<file path="src/bipf_pkg.sv">
package bipf_pkg;

  localparam int CAPACITY = 1024;
  localparam int KEY_W    = 31;
  localparam int ORD_W    = $clog2(CAPACITY);
  localparam int CNT_W    = $clog2(CAPACITY + 1);
  localparam int GRP_SIZE = 32;
  localparam int NUM_GRP  = (CAPACITY + GRP_SIZE - 1) / GRP_SIZE;

  typedef enum logic [1:0] {
    ST_FOUND = 2'd0,
    ST_ROOT  = 2'd1,
    ST_DUP   = 2'd2,
    ST_FULL  = 2'd3
  } bipf_status_t;

  typedef enum logic [1:0] {
    S_IDLE,
    S_CMP,
    S_RED,
    S_UPD
  } bipf_state_t;

  // what one cell shows its neighbors
  typedef struct packed {
    logic [KEY_W-1:0] key;
    logic [ORD_W-1:0] ord;
    logic             valid;
    logic             lt;
  } bipf_link_t;

  // broadcast from the controller to every cell
  typedef struct packed {
    logic [KEY_W-1:0] key;
    logic [ORD_W-1:0] ord;
    logic             ins;
    logic [CNT_W-1:0] count;
  } bipf_ctrl_t;

  // reduction result over the whole row
  typedef struct packed {
    logic [KEY_W-1:0] key;
    logic             dup;
  } bipf_hit_t;

  // left of the first cell acts as a smaller, absent key
  localparam bipf_link_t LINK_HEAD = '{key: '0, ord: '0, valid: 1'b0, lt: 1'b1};
  localparam bipf_link_t LINK_TAIL = '{key: '0, ord: '0, valid: 1'b0, lt: 1'b0};

endpackage

</file>
<file path="src/bipf_cell.sv">
module bipf_cell import bipf_pkg::*; (
  input  logic             clk,
  input  logic [ORD_W-1:0] idx,
  input  bipf_ctrl_t       ctrl,
  input  bipf_link_t       left,
  input  bipf_link_t       right,
  output bipf_link_t       link,
  output logic             eq,
  output logic             sel
);

  logic [KEY_W-1:0] key;
  logic [ORD_W-1:0] ord;
  logic             lt;
  logic             valid;
  logic             pred;
  logic             succ;

  // stored entries form a prefix of the row
  assign valid = CNT_W'(idx) < ctrl.count;

  always_ff @(posedge clk) begin
    lt <= valid && (key < ctrl.key);
    eq <= valid && (key == ctrl.key);
    if (ctrl.ins && !lt) begin
      if (left.lt) begin
        key <= ctrl.key;
        ord <= ctrl.ord;
      end else begin
        key <= left.key;
        ord <= left.ord;
      end
    end
  end

  // last smaller key and first larger key
  assign pred = lt && !right.lt;
  assign succ = valid && !lt && left.lt;

  // the later inserted neighbor becomes the parent
  assign sel = (pred && (!right.valid || ord > right.ord)) ||
               (succ && (!left.valid || ord > left.ord));

  assign link = '{key: key, ord: ord, valid: valid, lt: lt};

endmodule

</file>
<file path="config.mk">
export PLATFORM = sky130hd
export DESIGN_NAME = bipf_cell
export DESIGN_NICKNAME = d
export VERILOG_FILES = /design/src/bipf_pkg.sv /design/src/bipf_cell.sv
export SDC_FILE = /design/constraint.sdc
export NUM_CORES = 1
export LEC_CHECK = 0
export BUFFER_PORTS_ARGS = -buffer_cell sky130_fd_sc_hd__buf_4
export CORE_MARGIN = 1.5
export CORE_UTILIZATION = 30
export CTS_BUF_LIST = sky130_fd_sc_hd__clkbuf_4
export DETAILED_ROUTE_END_ITERATION = 8
export PLACE_DENSITY = 0.62
export SYNTH_ARGS = -nofsm -noshare
export SYNTH_HDL_FRONTEND = slang
export SYNTH_SLANG_ARGS = --single-unit
</file>
<file path="constraint.sdc">
create_clock -name clk -period 2.8 [get_ports clk]
set_input_delay 0.28 -clock clk [delete_from_list [all_inputs] [get_ports clk]]
set_output_delay 0.28 -clock clk [all_outputs]
set_load 0.005 [all_outputs]
</file>
# --- Yosys cells after proc, flatten, opt, wreduce, memory -nomap -nowiden ---
# Index checks and enable logic that the tools add are counted.
word_totals:
  elab_cells: 26
  input_bits: 150
  ff_bits: 43
  out_inout_bits: 45
op_classes:
  eq_ne: 1
  n_reduce_logical: 15
  magnitude_cmp: 4
  n_mux: 2
op_table:
  columns: ["operator", "n"]
  rows:
  - ["31-bit == test", 1]
  - ["31-bit < comparator", 1]
  - ["31-bit 2-to-1 mux", 1]
  - ["10-bit greater-than comparator", 2]
  - ["10-bit by 11-bit < comparator with 1-bit output", 1]
  - ["10-bit 2-to-1 mux", 1]
  - ["1-bit logical AND", 8]
  - ["1-bit logical NOT", 4]
  - ["1-bit logical OR", 3]

# --- Longest topological paths before layout ---
# Gate-level depths: netlist of the first run.
logic_depth:
  depth_word: 5
  mapped_depth: 7
  depth_no_buf: 7

# --- Least setup slack after synthesis of the first run ---
# Ideal clock, no wire load.
synth_timing:
  path_kind: "reg-to-reg"
  from: "reg lt"
  to: "reg key[0] (enable)"
  arrival_ps: 2157
  stages_incl_launch_ff: 2
  n_path_buf: 0
  setup_slack_ps: 199
  required_ps: 2356
  path_cell_list: "dfxtp_1 > nor2b_1"
synth_between:
  elab_chain_cells: 2
synth_rtl:
  columns: ["item", "line", "rtl"]
  rows:
  - ["start: declaration", "bipf_cell.sv:14", "logic lt;"]
  - ["start signal: assignment", "bipf_cell.sv:23", "lt <= valid && (key < ctrl.key);"]
  - ["1-bit logical NOT", "bipf_cell.sv:25", "if (ctrl.ins && !lt) begin"]
  - ["1-bit logical AND", "bipf_cell.sv:25", null]
  - ["end signal: assignment", "bipf_cell.sv:27", "key <= ctrl.key;"]
  - ["end signal: assignment", "bipf_cell.sv:30", "key <= left.key;"]
  - ["end: declaration", "bipf_cell.sv:12", "logic [KEY_W-1:0] key;"]
# No other way between the ends.
# A chain may end at the register's enable or synchronous reset.

# --- Worst setup path after layout of the first run ---
layout_timing:
  from: "reg ord[7]"
  to: "out sel"
layout_between:
  elab_chain_cells: 4
layout_rtl:
  columns: ["item", "line", "rtl"]
  rows:
  - ["start: declaration", "bipf_cell.sv:13", "logic [ORD_W-1:0] ord;"]
  - ["start signal: assignment", "bipf_cell.sv:28", "ord <= ctrl.ord;"]
  - ["start signal: assignment", "bipf_cell.sv:31", "ord <= left.ord;"]
  - ["10-bit greater-than comparator, on equally long branches", "bipf_cell.sv:41, bipf_cell.sv:42", null]
  - ["1-bit logical OR, on equally long branches", "bipf_cell.sv:41, bipf_cell.sv:42", null]
  - ["1-bit logical AND, on equally long branches", "bipf_cell.sv:41, bipf_cell.sv:42", null]
  - ["1-bit logical OR *", "bipf_cell.sv:41", "assign sel = (pred && (!right.valid || ord > right.ord)) ||"]
  - ["end: declaration", "bipf_cell.sv:9", "output logic sel"]
# Every way passes the cells marked *; elsewhere a longest branch is shown, timed or not.

==> results of run 1 <==
==> cells in the final DEF, fill, tap and decap left out, drive strengths merged, types with 5 or more instances in the layout <==
| cell | instances |
|---|---|
| nand2b | 5 |
| a21oi | 13 |
| inv | 61 |
| ha | 60 |
| a211oi | 7 |
| nand4 | 10 |
| nand2 | 18 |
| mux2 | 32 |
| clkbuf | 8 |
| nor2 | 8 |
| buf | 164 |
| edfxtp | 41 |
| o21ai | 18 |
==> worst paths after layout <==
path / startpoint / slack (ps) / cells past startpoint / end
worst max-delay path: ord[7] / 350 / 7 / sel
worst min-delay path: ctrl[13] / 200 / 3 / ord[1]
worst max register to register: key[29] / 700 / 6 / lt
worst min register to register: key[30] / 780 / 4 / lt
==> state kept, by name, indices dropped and copies added (netlist names) <==
register / flops
ord: 10
eq: 1
key: 31
lt: 1
==> per-stage QoR <==
stage	utilization (%)	instances	hold WS, ps	cell area, um2	setup WS (ps)
2_1_floorplan	-	317	471	3290	199
3_3_place_gp	43.4	613	563	4680	546
3_5_place_dp	43.4	613	565	4680	494
4_1_cts	43.9	621	187	4740	334
5_1_grt	43.9	621	192	4740	146
6_report	43.9	621	202	4740	355
==> cell type report <==
class                   count  area (um2)  share of cell area, %
flip-flops and latches     43        1270                   26.8
inverters                  61         229                   4.83
clock buffers               8        60.1                   1.27
well taps                 140         175                   3.69
repair buffers            164        1240                   26.2
multi-input cells         205        1760                   37.2
==> power by group <==
group	internal, mW	total [mW]	switching, mW
combinational	0.317	0.555	0.237
sequential	0.779	0.818	0.0386
clock	0.130	0.336	0.206
==> critical path, stage by stage, from the launching register on <==
cell and delay (ps):
edfxtp_1 450, ha_1 330, a211oi_1 220, nor2_1 80
nor3b_1 210, o211ai_1 110, a32o_1 280, buf_4 130
==> metal layers <==
metal  GRT usage, %  vias up
met5              0        -
met3           3.45        9
li1               -     1465
met4           3.29        0
met1           17.2     1337
met2           25.3      101
==> cell families (layout without fill, tap and decap cells) <==
| family | count (synthesis) | count (layout) | synth area share [%] |
|---|---|---|---|
| buf+inv | 69 | 233 | 8.13 |
| compound gates | 54 | 54 | 10.4 |
| flops | 43 | 43 | 38.6 |
| simple gates | 59 | 59 | 9.15 |
| fa+ha+maj | 60 | 60 | 22.8 |
| mux | 32 | 32 | 10.9 |
==> reports/qor.yml, run 1 <==
drv_slew: 0
die-area_um2: 11600
synth_cell_types: 35
critPathMaxFanout: 3
post-route-period-util_pct: 87.3
hpwl_um: 6940
io_pins: 195
cap_violations: 0
cts.repair.resized: 0
yosysMostFrequentCell: "inv_1"
cp.required_ps: 2520
fillers: 1057
fp-row-count: 38
synth_edf_count: 41
via_count: 2912
fin_skew_ps: 7.06
die_w_um: 108
synthTopCellsByArea: "edfxtp_1 37%, ha_1 23%, mux2_2 11%"
syn_area_um2: 3290
crit_path_end_kind: "output port"
gp_congestion: 0.751
wl_met1_um: 3660
cts-root-buf: "clkbuf_4"
clkTransAtPathRegs_ps: 130
vias_per_cell: 4.69
ys_warn_count: 0
cts_sinks: 43
outcome: "finished clean"
grt_pass1_vias: 3024
synthArstFlopShare_pct: 0
post-route-drc-count: 0
p_total_mw: 1.71
top_layer_used: "met4"
hp-class: "in -> reg"
synth_fp_nets: 527
cp-start-kind: "register"
synth-seq-area-share_pct: 38.6
first_pass_iters: 4
grt_max_degree: 52
track_usage_pct: 14.2
worstSetupPathType: "reg -> out"
synth_top_area_share_pct: 37.4
worstSkewPairLatency_ps: 350
tightest_slew_ps: 654
synth_flop_cell: "edfxtp_1"
routed_wl_um: 8410
worstPathArrival_ps: 2170
synthCells: 317
cellLeakagePower_nw: 2.35
wl_per_cell_um: 13.5
vdd.ir_drop.worst_v: 0.000181
cts_hold_buf: 0
synth_largest_area_cell: "edfxtp_1"
setup_viol: 0
synth_commonest_cells: "61 x inv_1, 60 x ha_1, 41 x edfxtp_1"
avgSynthCellArea_um2: 10.4
grt-ovfl-total: 0
start_util_pct: 30.5
cts.htree.levels: 2
tns_ps: 0
rsz0062_at_grt: "false"
clk_path_buf_depth: 2
route.met2.wl_um: 4060
antenna_found_initial: 0
p_per_area_nw_per_um2: 360
met3WireLength_um: 588
cts_tree: "done"
synth_seq_cells: 43
nets: 690
fp.dieH_um: 108
drive_above_1_share_pct: 42.8
cts_setup_buffers: 0
slew_headroom_pct: 56.3
io_buffers: 163
drtIter0Drc: 109
final_antenna_net_count: 0
core_area_um2: 10800
fmax_ghz: 0.409
syn_to_final_growth_pct: 43.9
grt_pass1_wl_um: 13300
n_antenna_cell: 0
timing.final.crit_period_ps: 2450
cts_buffers: 5
hold_viol_final: 0
Power figures use the tool's default switching activity.
==> run 2: changes to the inputs <==
- BUFFER_PORTS_ARGS: -buffer_cell sky130_fd_sc_hd__buf_4 -> -buffer_cell sky130_fd_sc_hd__buf_2
==> run 2 against run 1 <==
Net effect: worst setup slack worse by 13 ps; count of clock-buffer cells in the layout is 2 lower; hold slack worse by 25 ps; power is 4.9% lower; via count is 1.1% higher; register-to-register slack worse by 30 ps; sequential share of layout area is 2.4 points higher; critical path type unchanged; highest routed layer unchanged.
==> reports/qor.yml, run 2 (synthesis gave the netlist of run 1 again) <==
outcome: "finished clean"
largest_reg_flops: 31  # unchanged
cts_hold_buf: 0  # unchanged
setup_viol: 0  # unchanged
cp_cell_sequence: "ha_1 -> a211oi_1 -> nor2_1 -> nor3b_1 -> o211ai_1 -> a32o_1 -> buf_2"
hold_path_depth: 3  # unchanged
grt_max_degree: 30  # -42%
vias_per_cell: 4.73  # +0.94%
hold_start: "ctrl[14]"
first_pass_iters: 4  # unchanged
grt_use_met1_pct: 17.0  # -0.21 points
hp-class: "in -> reg"
met2_usage_pct: 27.3  # +1.9 points
post-route-cell-area_um2: 4350  # -8.3%
via_count: 2944  # +1.1%
fmax_ghz: 0.407  # -0.54%
timing.final.crit_period_ps: 2460  # +13.2 ps
cts_sinks: 43  # unchanged
io_buffers: 163  # unchanged
die_w_um: 108  # unchanged
whs_ps: 177  # -25.1 ps
cts_setup_buffers: 0  # unchanged
grt-ovfl-total: 0  # unchanged
start_util_pct: 30.5  # unchanged
crit_path_end_kind: "output port"
hold_viol_final: 0  # unchanged
cts.repair.resized: 0  # unchanged
wl_per_cell_um: 13.7  # +1.0%
worstSkewPairLatency_ps: 370  # +20 ps
final_antenna_net_count: 0  # unchanged
clkTransAtPathRegs_ps: 140  # about the same
io_pins: 195  # unchanged
routed_wl_um: 8510  # +1.2%
final_cell_mix: "163 x buf_2, 61 x inv_1, 60 x ha_1"
cap_violations: 0  # unchanged
fin_cells: 622  # +0.16%
drv_slew: 0  # unchanged
fp-row-count: 38  # unchanged
place_area_um2: 4290  # -8.3%
antenna_found_initial: 0  # unchanged
slew_headroom_pct: 56.5  # +0.19 points
tns_ps: 0  # unchanged
met3_usage_pct: 3.27  # -0.18 points
core_area_um2: 10800  # unchanged
clk_path_buf_depth: 2  # unchanged
post-route-drc-count: 0  # unchanged
cp-start-kind: "register"
cts.htree.levels: 2  # unchanged
nets: 691  # +0.14%
post-route-period-util_pct: 87.8  # +0.47 points
grt_pass1_wl_um: 13500  # +1.7%
grt_pass1_vias: 3000  # -0.79%
rsz0062_at_grt: "false"
gp_congestion: 0.729  # -2.9%
p_per_area_nw_per_um2: 374  # +3.8%
cts_buffers: 5  # unchanged
crit_path_max_incr_delay_ps: 450  # about the same
r2r-start: "key[29]"
syn_to_final_growth_pct: 31.9
slowest_stage: "edfxtp_1"
cts-root-buf: "clkbuf_4"
reg2reg_setup_slack_ps: 670  # -30 ps
vdd.ir_drop.worst_v: 0.000190  # +5.2%
reg2regPathDepth: 6  # unchanged
reg_top3: "key x31, ord x10"
tightest_slew_ps: 651  # -2.91 ps
worstSetupPathType: "reg -> out"
drtIter0Drc: 79  # -28%
largest-register: "key"
cellLeakagePower_nw: 2.22  # -5.8%
drive_above_1_share_pct: 42.5  # -0.30 points
r2r-end: "lt"
cp.required_ps: 2520  # about the same
cts_tree: "done"
final_common_cell: "buf_2"
critPathMaxFanout: 3  # unchanged
n_antenna_cell: 0  # unchanged
worstPathArrival_ps: 2180  # about the same
whs_endpoint: "ord[2]"
fp.dieH_um: 108  # unchanged
die-area_um2: 11600  # unchanged
hpwl_um: 7030  # +1.3%
dp.cells: 614  # +0.16%
track_usage_pct: 14.9  # +0.71 points
fin_skew_ps: 10.1  # +2.99 ps
grt.busiest_layer: "met2"
[run 2: changes by cell type in the layout (fill, tap and decap cells not counted)]
cell / delta
buf_12: +1
buf_2: +163
clkbuf_4: -2
clkinv_1: +2
buf_4: -163
[run 2: where the power goes]
group,switching [mW],internal [mW]
registers,0.0360,0.779
logic,0.242,0.248
clock network,0.217,0.103
[run 2: final cells by class]
class	count	area, um2
fillers	1087	6450
multi-input cells	205	1760
flip-flops and latches	43	1270
repair buffers	165	856
inverters	61	229
well taps	140	175
clock buffers	6	45.0
clock inverters	2	7.51
[run 2: worst max path at each step]
stage                 from      to  depth (start not counted)
floorplan               lt  key[0]                          1
detailed placement  idx[2]     sel                          8
global placement    idx[2]     sel                          8
CTS                 ord[7]     sel                          7
global route        ord[7]     sel                          7
finish              ord[7]     sel                          7
[run 2: per-layer routing]
metal  vias to the layer above  routed length [um]
met3                        13                 610
met1                      1352                3580
met5                         -                   0
met4                         0                 160
met2                       111                4160
li1                       1468                   -
[run 2: critical path: cells and delay by family, from the launching register on]
kind            cells  cell delay (ps)
simple gates        2              260
buf+inv             1              120
flops               1              450
compound gates      3              660
fa+ha+maj           1              320
[run 2: through the flow]
stage / worst slack [ps] / total power, mW / utilization (%)
floorplan: 199 / 1.10 / -
global placement: 565 / 1.30 / 39.8
detailed placement: 528 / 1.33 / 39.8
CTS: 287 / 1.65 / 40.3
global route: 139 / 1.74 / 40.3
finish: 342 / 1.62 / 40.3
==> run 3: changes to the inputs <==
- GPL_ROUTABILITY_DRIVEN: not set -> 0
- MAX_ROUTING_LAYER: not set -> met4
==> run 3 against run 2 <==
Net effect: clock power about the same; global-route usage grew 0.41 points; critical path depth unchanged; register-to-register slack about the same; flip-flop and latch count is the same; largest power group unchanged; clock skew rose by 0.52 ps; critical path type unchanged; via count hardly changed; power increased by 0.13%; non-clock buffer count is the same.
==> reports/qor.yml, run 3 (synthesis gave the netlist of run 1 again) <==
rsz0062_at_grt: "false"
cts-root-buf: "clkbuf_4"
grt_max_degree: 30  # unchanged
track_usage_pct: 15.4  # +0.41 points
start_util_pct: 30.5  # unchanged
final_antenna_net_count: 0  # unchanged
antenna_found_initial: 0  # unchanged
routed_wl_um: 8510  # about the same
cts_setup_buffers: 0  # unchanged
final_cell_mix: "163 x buf_2, 61 x inv_1, 60 x ha_1"
fin_skew_ps: 10.6  # +0.516 ps
reg2regPathDepth: 6  # unchanged
critPathMaxFanout: 3  # unchanged
place_area_um2: 4290  # unchanged
io_buffers: 163  # unchanged
first_pass_iters: 4  # unchanged
outcome: "finished clean"
worstSkewPairLatency_ps: 370  # about the same
grt-ovfl-total: 0  # unchanged
setup_viol: 0  # unchanged
cp-start-kind: "register"
cp.required_ps: 2520  # about the same
drv_slew: 0  # unchanged
path_delay_family: "compound AO/OA/AOI/OAI gates"
cts.htree.levels: 2  # unchanged
die-area_um2: 11600  # unchanged
post-route-period-util_pct: 87.5  # -0.31 points
io_pins: 195  # unchanged
worstPathArrival_ps: 2170  # about the same
grt_pass1_vias: 3005  # +0.17%
r2r-end: "lt"
worstSetupPathType: "reg -> out"
syn_to_final_growth_pct: 31.9  # unchanged
post-route-cell-area_um2: 4350  # unchanged
vdd.ir_drop.worst_v: 0.000190  # about the same
fillers: 1087  # unchanged
slowest_stage: "edfxtp_1"
grt_pass1_wl_um: 13500  # -0.15%
tns_ps: 0  # unchanged
tightest_slew_ps: 651  # -0.178 ps
final_common_cell: "buf_2"
path_depth: 7  # unchanged
via_count: 2943  # -0.034%
hpwl_um: 7030  # unchanged
seq_area_um2: 1270  # unchanged
nets: 691  # unchanged
cellLeakagePower_nw: 2.22  # unchanged
wl_per_cell_um: 13.7  # about the same
n_antenna_cell: 0  # unchanged
post-route-util_pct: 40.3  # unchanged
crit_end: "sel"
multiInputGateArea_um2: 1760  # unchanged
reg2reg_setup_slack_ps: 670  # about the same
cts_sinks: 43  # unchanged
cap_violations: 0  # unchanged
fmax_ghz: 0.408  # +0.36%
hp-class: "in -> reg"
clk_path_buf_depth: 2  # unchanged
crit_path_end_kind: "output port"
drtIter0Drc: 78  # -1.3%
drive_above_1_share_pct: 42.5  # unchanged
clkTransAtPathRegs_ps: 140  # about the same
core_area_um2: 10800  # unchanged
post-route-drc-count: 0  # unchanged
hold_viol_final: 0  # unchanged
die_w_um: 108  # unchanged
crit_path_max_incr_delay_ps: 450  # about the same
timing.final.crit_period_ps: 2450  # -8.77 ps
p_total_mw: 1.63  # +0.13%
r2r-start: "key[29]"
crit_start: "ord[7]"
largest_reg_flops: 31  # unchanged
fp.dieH_um: 108  # unchanged
slew_headroom_pct: 56.5  # about the same
cts.repair.resized: 0  # unchanged
crit_buf_inv: 1  # unchanged
cp_cell_sequence: "ha_1 -> a211oi_1 -> nor2_1 -> nor3b_1 -> o211ai_1 -> a32o_1 -> buf_2"
p_per_area_nw_per_um2: 374  # +0.13%
vias_per_cell: 4.73  # about the same
largest-register: "key"
cts_tree: "done"
fp-row-count: 38  # unchanged
cts_hold_buf: 0  # unchanged
cts_buffers: 5  # unchanged
reg_top3: "key x31, ord x10"
## run 3: cell counts in the layout (fill, tap and decap cells not counted)
Identical to the previous run, type by type.
## run 3: area by class of cell
type	instances	area share (%)
Tap cell	140	4.03
Inverter	61	5.27
Clock inverter	2	0.173
Timing Repair Buffer	165	19.7
Clock buffer	6	1.04
Multi-Input combinational cell	205	40.6
Sequential cell	43	29.2
## run 3: how the worst min path moves through the flow
stage,endpoint,cells after the start,start
2_1_floorplan,ord[1],2,ctrl[13]
6_report,ord[2],3,ctrl[14]
5_1_grt,ord[1],3,ctrl[13]
3_5_place_dp,ord[2],3,ctrl[14]
3_3_place_gp,ord[3],3,ctrl[15]
4_1_cts,ord[2],3,ctrl[14]
## run 3: routing by layer
metal  track usage [%]  vias up  routed length (um)  share of wire [%]
li1                  -     1467                   -                  -
met1              17.3     1353                3660                 43
met2              27.3      107                4160                 49
met3              2.78       16                 539                6.3
met4              5.36        0                 157                1.8
met5                 -        -                   0                  0
## run 3: worst register-to-register path, stage by stage, from the launching register on
cell      delay, ps
edfxtp_1        420
ha_1            330
nand4_1         160
nor3_1          400
nand4_1         250
a311oi_1        380
nor3b_1          90
## run 3: power breakdown
group	leakage (nW)	internal (mW)	total, mW	switching [mW]
sequential	0.403	0.779	0.815	0.0360
clock	0.0307	0.103	0.322	0.219
combinational	1.78	0.248	0.490	0.242
total	2.22	1.13	1.63	0.497
## run 3: per-stage QoR
stage	std cells	hold WS (ps)	setup WS, ps
2_1_floorplan	317	471	199
3_3_place_gp	614	563	565
3_5_place_dp	614	568	528
4_1_cts	622	156	287
5_1_grt	622	182	139
6_report	622	176	351
